$ cat src/rtl/assert_macros.svh
// ----------------------------------------------------------------------------
// Assertion macros shared by the RTL
// Concurrent checks on the rising clock, disabled while reset is high.
// ----------------------------------------------------------------------------
`ifndef ASSERT_MACROS_SVH
`define ASSERT_MACROS_SVH

// Same-cycle implication
`define ASSERT_IMPL(lbl, clk, rst, ante, cons) \
   lbl: assert property (@(posedge clk) disable iff (rst) (ante) |-> (cons)) \
      else $error("assertion failed");

// Next-cycle implication
`define ASSERT_NEXT(lbl, clk, rst, ante, cons) \
   lbl: assert property (@(posedge clk) disable iff (rst) (ante) |=> (cons)) \
      else $error("assertion failed");

`endif

$ cat src/rtl/spc_pkg.sv
// ----------------------------------------------------------------------------
// spc_pkg
// Types, constants and constant tables of the stereo peak compressor.
// ----------------------------------------------------------------------------
package spc_pkg;

   localparam int SAMPLE_BITS = 24;
   localparam int COEFF_BITS  = 16;
   localparam int LOG_FRAC    = 16;
   localparam int MUL_W       = 32;
   localparam logic [16:0] UNITY     = 17'd65536;
   // 0.0001 in Q1.23, rounded
   localparam logic [23:0] ENV_FLOOR = 24'd839;

   // Register indexes
   localparam logic [2:0] CSR_THRESHOLD = 3'd0;
   localparam logic [2:0] CSR_ATTACK    = 3'd1;
   localparam logic [2:0] CSR_RELEASE   = 3'd2;
   localparam logic [2:0] CSR_INV_RATIO = 3'd3;
   localparam logic [2:0] CSR_STEREO    = 3'd4;

   typedef enum logic [3:0] {
      ST_IDLE,
      ST_ENV_A,
      ST_ENV_B,
      ST_ENV_C,
      ST_CHECK,
      ST_LOG_INIT,
      ST_LOG_MUL,
      ST_LOG_UPD,
      ST_EXP_Q,
      ST_EXP_SPLIT,
      ST_EXP_MUL,
      ST_EXP_UPD,
      ST_GAIN,
      ST_APPLY_L,
      ST_APPLY_R,
      ST_DONE
   } state_type;

   typedef logic [30:0] root_tab_type [LOG_FRAC];

   // Truncated integer square root, two bits per round
   function automatic logic [63:0] isqrt64(input logic [63:0] v);
      logic [63:0] x;
      logic [63:0] r;
      logic [63:0] b;
      x = v;
      r = '0;
      b = 64'd1 << 62;
      for (int i = 0; i < 32; i++) begin
         if (x >= r + b) begin
            x = x - (r + b);
            r = (r >> 1) + b;
         end else begin
            r = r >> 1;
         end
         b = b >> 2;
      end
      return r;
   endfunction

   // Q30 factors 2^(2^-(k+1)) for entry k, each the root of the one before
   function automatic root_tab_type build_root_tab();
      root_tab_type t;
      logic [63:0]  v;
      v = isqrt64(64'd1 << 61);
      t[0] = v[30:0];
      for (int i = 1; i < LOG_FRAC; i++) begin
         v = isqrt64({33'd0, t[i-1]} << 30);
         t[i] = v[30:0];
      end
      return t;
   endfunction

   localparam root_tab_type ROOT_TAB = build_root_tab();

   // Position of the highest set bit
   function automatic logic [4:0] msb_pos(input logic [23:0] x);
      logic [4:0] p;
      p = '0;
      for (int i = 0; i < 24; i++) begin
         if (x[i]) p = 5'(i);
      end
      return p;
   endfunction

endpackage

$ cat src/rtl/spc_mul.sv
// ----------------------------------------------------------------------------
// spc_mul
// Shared unsigned multiplier with a registered product.
// ----------------------------------------------------------------------------
module spc_mul (
   input  logic                          clock,
   input  logic [spc_pkg::MUL_W-1:0]     mul_a,
   input  logic [spc_pkg::MUL_W-1:0]     mul_b,
   output logic [2*spc_pkg::MUL_W-1:0]   prod_ff
);

   logic [2*spc_pkg::MUL_W-1:0] prod_in;

   // Multiply
   assign prod_in = {{spc_pkg::MUL_W{1'b0}}, mul_a} * {{spc_pkg::MUL_W{1'b0}}, mul_b};

   // Register the product
   always_ff @(posedge clock) begin
      prod_ff <= prod_in;
   end

endmodule

$ cat src/rtl/stereo_peak_compressor.sv
// ----------------------------------------------------------------------------
// stereo_peak_compressor
// Feed-forward peak compressor; one multiplier shared under a sequencer.
// A request is taken only while idle; the envelope is then updated and, while
// compressing, log2 and exp2 run bit-serially on the shared multiplier.
// The next frame waits for the last result to load; a stalled sink delays that.
// Reset: synchronous; control registers take defaults, envelope clears to zero.
// ----------------------------------------------------------------------------
module stereo_peak_compressor (
   input  logic        clock,
   input  logic        reset,
   input  logic        req_tvalid,
   output logic        req_tready,
   input  logic [47:0] req_tdata,   // left_sample[23:0], right_sample[47:24]
   output logic        rsp_tvalid,
   input  logic        rsp_tready,
   output logic [71:0] rsp_tdata,   // left_out[23:0], right_out[47:24],
                                    // gain_applied[64:48], zero pad above
   input  logic        csr_we,
   input  logic [2:0]  csr_index,
   input  logic [22:0] csr_wdata
);

   spc_pkg::state_type state_ff, state_in;

   logic [22:0] thr_ff;
   logic [15:0] atk_ff, rel_ff;
   logic [16:0] ir_ff;
   logic        stereo_ff;

   logic [23:0] left_ff, left_in, right_ff, right_in;
   logic [23:0] env_ff, env_in;
   logic [40:0] acc_ff, acc_in;
   logic [30:0] m_ff, m_in;
   logic [15:0] frac_ff, frac_in;
   logic [4:0]  msb_ff, msb_in;
   logic [3:0]  cnt_ff, cnt_in;
   logic        sel_ff, sel_in;
   logic [20:0] log_env_ff, log_env_in;
   logic [20:0] d_ff, d_in;
   logic [15:0] g_ff, g_in;
   logic [6:0]  s_ff, s_in;
   logic [16:0] gain_ff, gain_in;
   logic [23:0] lout_ff, lout_in;
   logic        rsp_tvalid_ff, rsp_tvalid_in;
   logic [71:0] rsp_tdata_ff, rsp_tdata_in;

   logic [31:0] mul_a, mul_b;
   logic [63:0] prod;
   logic        rsp_load;

   logic [23:0] al, ar, level, log_x;
   logic [15:0] coef;
   logic [16:0] coef_c, ir_sat;
   logic [41:0] env_sum;
   logic        above;
   logic [4:0]  log_msb;
   logic [31:0] sq;
   logic [15:0] frac_new;
   logic [20:0] log_v;
   logic [38:0] q_sum;
   logic [22:0] q;
   logic [31:0] rnd;
   logic [23:0] rout;

   // Round a gained magnitude and restore its sign
   function automatic logic [23:0] gained(input logic [63:0] p, input logic neg);
      logic [41:0] r;
      r = {1'b0, p[40:0]} + 42'd32768;
      return neg ? (24'd0 - r[39:16]) : r[39:16];
   endfunction

   spc_mul u_mul (
      .clock   (clock),
      .mul_a   (mul_a),
      .mul_b   (mul_b),
      .prod_ff (prod)
   );

   // Detector level and smoothing coefficient
   assign al     = left_ff[23] ? (24'd0 - left_ff) : left_ff;
   assign ar     = right_ff[23] ? (24'd0 - right_ff) : right_ff;
   assign level  = (stereo_ff && ar > al) ? ar : al;
   assign coef   = (level > env_ff) ? atk_ff : rel_ff;
   assign coef_c = spc_pkg::UNITY - {1'b0, coef};
   assign ir_sat = (ir_ff > spc_pkg::UNITY) ? spc_pkg::UNITY : ir_ff;
   assign env_sum = {1'b0, acc_ff} + {1'b0, prod[40:0]} + 42'd32768;
   assign above  = (env_ff > {1'b0, thr_ff}) && (env_ff > spc_pkg::ENV_FLOOR);

   // Log operand and normalization
   always_comb begin
      log_x = sel_ff ? {1'b0, thr_ff} : env_ff;
      if (log_x == 24'd0) log_x = 24'd1;
   end
   assign log_msb  = spc_pkg::msb_pos(log_x);
   assign sq       = prod[61:30];
   assign frac_new = {frac_ff[14:0], sq[31]};
   assign log_v    = {msb_ff, frac_new};

   // Exponent split and gain rounding
   assign q_sum = prod[38:0] + 39'd32768;
   assign q     = q_sum[38:16];
   assign rnd   = {1'b0, m_ff} + (32'd1 << (s_ff[4:0] - 5'd1));
   assign rout  = stereo_ff ? gained(prod, right_ff[23]) : 24'd0;

   // Next state
   always_comb begin
      state_in = state_ff;
      case (state_ff)
         spc_pkg::ST_IDLE:      if (req_tvalid) state_in = spc_pkg::ST_ENV_A;
         spc_pkg::ST_ENV_A:     state_in = spc_pkg::ST_ENV_B;
         spc_pkg::ST_ENV_B:     state_in = spc_pkg::ST_ENV_C;
         spc_pkg::ST_ENV_C:     state_in = spc_pkg::ST_CHECK;
         spc_pkg::ST_CHECK:
            state_in = above ? spc_pkg::ST_LOG_INIT : spc_pkg::ST_APPLY_L;
         spc_pkg::ST_LOG_INIT:  state_in = spc_pkg::ST_LOG_MUL;
         spc_pkg::ST_LOG_MUL:   state_in = spc_pkg::ST_LOG_UPD;
         spc_pkg::ST_LOG_UPD: begin
            if (cnt_ff != 4'd15) state_in = spc_pkg::ST_LOG_MUL;
            else if (!sel_ff)    state_in = spc_pkg::ST_LOG_INIT;
            else                 state_in = spc_pkg::ST_EXP_Q;
         end
         spc_pkg::ST_EXP_Q:     state_in = spc_pkg::ST_EXP_SPLIT;
         spc_pkg::ST_EXP_SPLIT:
            state_in = (q[15:0] == 16'd0) ? spc_pkg::ST_GAIN : spc_pkg::ST_EXP_MUL;
         spc_pkg::ST_EXP_MUL:   state_in = spc_pkg::ST_EXP_UPD;
         spc_pkg::ST_EXP_UPD:
            state_in = (cnt_ff == 4'd15) ? spc_pkg::ST_GAIN : spc_pkg::ST_EXP_MUL;
         spc_pkg::ST_GAIN:      state_in = spc_pkg::ST_APPLY_L;
         spc_pkg::ST_APPLY_L:   state_in = spc_pkg::ST_APPLY_R;
         spc_pkg::ST_APPLY_R:   state_in = spc_pkg::ST_DONE;
         spc_pkg::ST_DONE:      if (rsp_load) state_in = spc_pkg::ST_IDLE;
         default:               state_in = spc_pkg::ST_IDLE;
      endcase
   end

   // Handshake and multiplier operands
   always_comb begin
      req_tready = 1'b0;
      rsp_load   = 1'b0;
      mul_a      = '0;
      mul_b      = '0;
      case (state_ff)
         spc_pkg::ST_IDLE:    req_tready = 1'b1;
         spc_pkg::ST_ENV_A: begin
            mul_a = {8'd0, env_ff};
            mul_b = {16'd0, coef};
         end
         spc_pkg::ST_ENV_B: begin
            mul_a = {8'd0, level};
            mul_b = {15'd0, coef_c};
         end
         spc_pkg::ST_LOG_MUL: begin
            mul_a = {1'b0, m_ff};
            mul_b = {1'b0, m_ff};
         end
         spc_pkg::ST_EXP_Q: begin
            mul_a = {11'd0, d_ff};
            mul_b = {15'd0, spc_pkg::UNITY - ir_sat};
         end
         spc_pkg::ST_EXP_MUL: begin
            mul_a = {1'b0, m_ff};
            mul_b = g_ff[15] ? {1'b0, spc_pkg::ROOT_TAB[cnt_ff]} : (32'd1 << 30);
         end
         spc_pkg::ST_APPLY_L: begin
            mul_a = {8'd0, al};
            mul_b = {15'd0, gain_ff};
         end
         spc_pkg::ST_APPLY_R: begin
            mul_a = {8'd0, ar};
            mul_b = {15'd0, gain_ff};
         end
         spc_pkg::ST_DONE: begin
            // hold the right product until the result register frees
            mul_a    = {8'd0, ar};
            mul_b    = {15'd0, gain_ff};
            rsp_load = !rsp_tvalid_ff || rsp_tready;
         end
         default: begin
            mul_a = '0;
            mul_b = '0;
         end
      endcase
   end

   // Datapath next values
   always_comb begin
      left_in    = left_ff;
      right_in   = right_ff;
      env_in     = env_ff;
      acc_in     = acc_ff;
      m_in       = m_ff;
      frac_in    = frac_ff;
      msb_in     = msb_ff;
      cnt_in     = cnt_ff;
      sel_in     = sel_ff;
      log_env_in = log_env_ff;
      d_in       = d_ff;
      g_in       = g_ff;
      s_in       = s_ff;
      gain_in    = gain_ff;
      lout_in    = lout_ff;
      case (state_ff)
         spc_pkg::ST_IDLE: begin
            if (req_tvalid) begin
               left_in  = req_tdata[23:0];
               right_in = req_tdata[47:24];
            end
         end
         spc_pkg::ST_ENV_B:  acc_in = prod[40:0];
         spc_pkg::ST_ENV_C:  env_in = env_sum[39:16];
         spc_pkg::ST_CHECK: begin
            sel_in  = 1'b0;
            gain_in = spc_pkg::UNITY;
         end
         spc_pkg::ST_LOG_INIT: begin
            msb_in  = log_msb;
            m_in    = 31'(log_x) << (5'd30 - log_msb);
            frac_in = '0;
            cnt_in  = '0;
         end
         spc_pkg::ST_LOG_UPD: begin
            frac_in = frac_new;
            m_in    = sq[31] ? sq[31:1] : sq[30:0];
            cnt_in  = cnt_ff + 4'd1;
            if (cnt_ff == 4'd15) begin
               if (!sel_ff) begin
                  log_env_in = log_v;
                  sel_in     = 1'b1;
               end else begin
                  d_in = log_env_ff - log_v;
               end
            end
         end
         spc_pkg::ST_EXP_SPLIT: begin
            m_in   = 31'd1 << 30;
            cnt_in = '0;
            g_in   = 16'd0 - q[15:0];
            s_in   = (q[15:0] == 16'd0) ? (q[22:16] + 7'd14) : (q[22:16] + 7'd15);
         end
         spc_pkg::ST_EXP_UPD: begin
            m_in   = prod[60:30];
            g_in   = {g_ff[14:0], 1'b0};
            cnt_in = cnt_ff + 4'd1;
         end
         spc_pkg::ST_GAIN: begin
            // shifts of 32 or more leave less than one LSB
            gain_in = (s_ff >= 7'd32) ? 17'd0 : 17'(rnd >> s_ff[4:0]);
         end
         spc_pkg::ST_APPLY_R: lout_in = gained(prod, left_ff[23]);
         default: begin
            lout_in = lout_ff;
         end
      endcase
   end

   // Result register
   assign rsp_tvalid_in = rsp_load || (rsp_tvalid_ff && !rsp_tready);
   assign rsp_tdata_in  = rsp_load ? {7'd0, gain_ff, rout, lout_ff} : rsp_tdata_ff;
   assign rsp_tvalid    = rsp_tvalid_ff;
   assign rsp_tdata     = rsp_tdata_ff;

   // Control registers
   always_ff @(posedge clock) begin
      if (reset) begin
         state_ff      <= spc_pkg::ST_IDLE;
         rsp_tvalid_ff <= 1'b0;
         env_ff        <= '0;
         thr_ff        <= 23'h7FFFFF;
         atk_ff        <= '0;
         rel_ff        <= '0;
         ir_ff         <= spc_pkg::UNITY;
         stereo_ff     <= 1'b1;
      end else begin
         state_ff      <= state_in;
         rsp_tvalid_ff <= rsp_tvalid_in;
         env_ff        <= env_in;
         if (csr_we) begin
            case (csr_index)
               spc_pkg::CSR_THRESHOLD: thr_ff    <= csr_wdata;
               spc_pkg::CSR_ATTACK:    atk_ff    <= csr_wdata[15:0];
               spc_pkg::CSR_RELEASE:   rel_ff    <= csr_wdata[15:0];
               spc_pkg::CSR_INV_RATIO: ir_ff     <= csr_wdata[16:0];
               spc_pkg::CSR_STEREO:    stereo_ff <= csr_wdata[0];
               default:                stereo_ff <= stereo_ff;
            endcase
         end
      end
   end

   // Payload registers
   always_ff @(posedge clock) begin
      left_ff      <= left_in;
      right_ff     <= right_in;
      acc_ff       <= acc_in;
      m_ff         <= m_in;
      frac_ff      <= frac_in;
      msb_ff       <= msb_in;
      cnt_ff       <= cnt_in;
      sel_ff       <= sel_in;
      log_env_ff   <= log_env_in;
      d_ff         <= d_in;
      g_ff         <= g_in;
      s_ff         <= s_in;
      gain_ff      <= gain_in;
      lout_ff      <= lout_in;
      rsp_tdata_ff <= rsp_tdata_in;
   end

`include "assert_macros.svh"

   `ASSERT_IMPL(a_ready_idle, clock, reset, req_tready, state_ff == spc_pkg::ST_IDLE)
   `ASSERT_NEXT(a_accept_busy, clock, reset, req_tvalid && req_tready,
                state_ff == spc_pkg::ST_ENV_A)
   `ASSERT_IMPL(a_gain_max, clock, reset, rsp_tvalid, rsp_tdata[64:48] <= spc_pkg::UNITY)
   `ASSERT_NEXT(a_mono_right, clock, reset, rsp_load && !stereo_ff,
                rsp_tdata[47:24] == 24'd0)

endmodule
$ cat config.mk
export PLATFORM = sky130hd
export DESIGN_NAME = stereo_peak_compressor
export DESIGN_NICKNAME = d
export VERILOG_FILES = /design/src/rtl/spc_pkg.sv /design/src/rtl/spc_mul.sv /design/src/rtl/stereo_peak_compressor.sv
export VERILOG_INCLUDE_DIRS = /design/src /design/src/rtl
export SDC_FILE = /design/constraint.sdc
export NUM_CORES = 2
export LEC_CHECK = 0
export BUFFER_PORTS_ARGS = -buffer_cell sky130_fd_sc_hd__buf_2
export CAP_MARGIN = 15
export CORE_ASPECT_RATIO = 0.5
export CORE_MARGIN = 2
export CORE_UTILIZATION = 66
export DETAILED_ROUTE_END_ITERATION = 16
export PLACE_DENSITY = 0.92
export SETUP_SLACK_MARGIN = 0.05
export SYNTH_ARGS = -nofsm -noshare
export SYNTH_HDL_FRONTEND = slang
export SYNTH_HIERARCHICAL = 1
export SYNTH_SLANG_ARGS = --single-unit
$ cat constraint.sdc
create_clock -name clock -period 18.6 [get_ports clock]
set_clock_uncertainty 0.15 [all_clocks]
set_input_delay 0.93 -clock clock [delete_from_list [all_inputs] [get_ports clock]]
set_output_delay 0.93 -clock clock [all_outputs]
set_load 0.01 [all_outputs]
==> summary.txt <==
Detail Placement HPWL = 170000 µm
Routed len/inst = 26.6 µm
Worst hold path class = flip-flop to flip-flop
Setup Buffers After CTS = 0
# DRC = 0
Clk slew on worst S/H paths = 0.07 ns
Fmax = 57.6 MHz
RSZ-0062 raised after global routing = no
IO Pins = 153
Max VDD drop = 0.0000829 V
First-pass GRT wire length = 331000 µm
Overflow left after global routing = 0
Layout net count = 8380
Mapped cell area = 64500 µm²
Slowest CP cell = xnor2_1
Ys Warns = 6
Status = complete, no violations
Chip height = 225 µm
Iter 0 DRT Violations = 7529
Delay of the slowest critical-path stage = 0.94 ns
Area after DPL = 66500 µm²
Largest net degree at the start of global routing = 83
Commonest cells after routing, fill and taps aside = inv_1, fa_1, nand2_1
Final min period = 17.36 ns
Leak = 31.7 nW
Initial antenna violation count = 24
Max cap viols = 0
Relative slew slack = 0.141
CTS tree = done
Port bufs = 145
Final setup viols = 0
1st-pass router iterations = 17
Vias in the first global route = 54326
Fin crit share = 0.933
Slew Viols, Final = 0
CTS root buf = clkbuf_16
PwrDens = 67.1 nW/µm²
Clk_lat worst skew = 0.65 ns
Synthesized instance count = 6989
TritonCTS Buffers = 48
Share of cells above drive strength 1 = 0.0769
Critical path fanouts, max = 27
Fin Hold WS = 0.269 ns
Final Hold Viols = 0
All-Layer GR Usage = 0.444
Final Power = 0.00459 W
Gpl congestion = 1.08
CTS H-tree lvls = 2
WS Path Type = flip-flop to flip-flop
Crit path DAT = 17.61 ns
Synth Area per Inst = 9.23 µm²
DRT antenna net count = 0
Via-to-Cell Ratio = 6.54
PostCTS Resize Cnt = 0
Worst Tran Pin Value = 1.28 ns
Worst endpoint required time = 18.85 ns
Worst path most repeated cell = fa_1
CTS sink cnt = 479
Rows = 81
Clk buf depth = 3
Commonest non-fill, non-tap cell in the layout = inv_1
Setup WS pre-CTS = 1.93 ns
Chip width = 446 µm
Vias after detailed routing = 54164
Setup TNS = 0 ns
CP Launch Type = flip-flop
Hold buffers post-CTS = 0
Die ar. = 100000 µm²
Starting Density = 0.663
Final Worst Setup Slack = 1.24 ns
Fill cells = 6941
Final instance area = 68400 µm²
Area delta synth->final = 5.95%
Post-Route WL = 221000 µm
Critical path capture point type = flip-flop
Core Box Area = 97300 µm²
final timing paths:
path | startpoint | end | slack (ns) | cells past startpoint
setup / recovery | left_ff[7] | u_mul/prod_ff[27] | 1.24 | 47
hold reg to reg | lout_ff[8] | rsp_tdata[8] | 0.27 | 0
setup reg to reg | left_ff[7] | u_mul/prod_ff[27] | 1.24 | 47
hold / removal | lout_ff[8] | rsp_tdata[8] | 0.27 | 0
sequential cells by signal, summed over array words and instances, names as in the netlist, 4 cells and up:
signal / cells
rsp_tdata: 65
u_mul/prod_ff: 62
acc_ff: 40
m_ff: 31
env_ff: 24
left_ff: 24
lout_ff: 24
right_ff: 24
thr_ff: 23
d_ff: 21
log_env_ff: 21
gain_ff: 17
ir_ff: 17
atk_ff: 16
g_ff: 16
rel_ff: 16
frac_ff: 15
s_ff: 7
msb_ff: 5
cnt_ff: 4
state_ff: 4
per-stage QoR:
| step | utilization | instances |
|---|---|---|
| 2_1_floorplan | - | 7004 |
| 3_3_place_gp | 0.684 | 8165 |
| 3_5_place_dp | 0.684 | 8165 |
| 4_1_cts | 0.702 | 8255 |
| 5_1_grt | 0.702 | 8261 |
| 6_report | 0.703 | 8283 |
layer usage:
layer	GRT usage	share of wire	vias to the layer above
met5	0	0.00033	-
li1	-	-	22737
met1	0.594	0.38	26253
met2	0.628	0.41	4239
met4	0.208	0.055	12
met3	0.181	0.16	923
power breakdown:
group | switching [W] | internal [W] | total [W] | leakage, nW
logic | 0.00138 | 0.000726 | 0.00211 | 26.6
registers | 0.000119 | 0.00128 | 0.00140 | 4.23
clock network | 0.000475 | 0.000611 | 0.00109 | 0.833
total | 0.00197 | 0.00262 | 0.00459 | 31.7
critical path: cells and delay by family, from the launching register on:
kind            cells  cell delay (ns)
compound gates     13             4.40
fa+ha+maj          11             5.02
buf+inv             7             1.35
flops               1             0.48
simple gates       12             3.77
mux                 2             0.48
xor+xnor            2             1.41
final cells by class:
| type | count | area [µm²] | area share |
|---|---|---|---|
| multi-input combinational | 5033 | 46400 | 0.679 |
| clock buffer | 65 | 1400 | 0.0205 |
| inverter | 1108 | 4160 | 0.0608 |
| timing repair buffer | 262 | 1620 | 0.0237 |
| antenna | 25 | 62.6 | 0.000915 |
| tap | 1286 | 1610 | 0.0235 |
| sequential | 479 | 12700 | 0.186 |
| clock inverter | 25 | 345 | 0.00505 |
(Power assumes the default switching activity.)
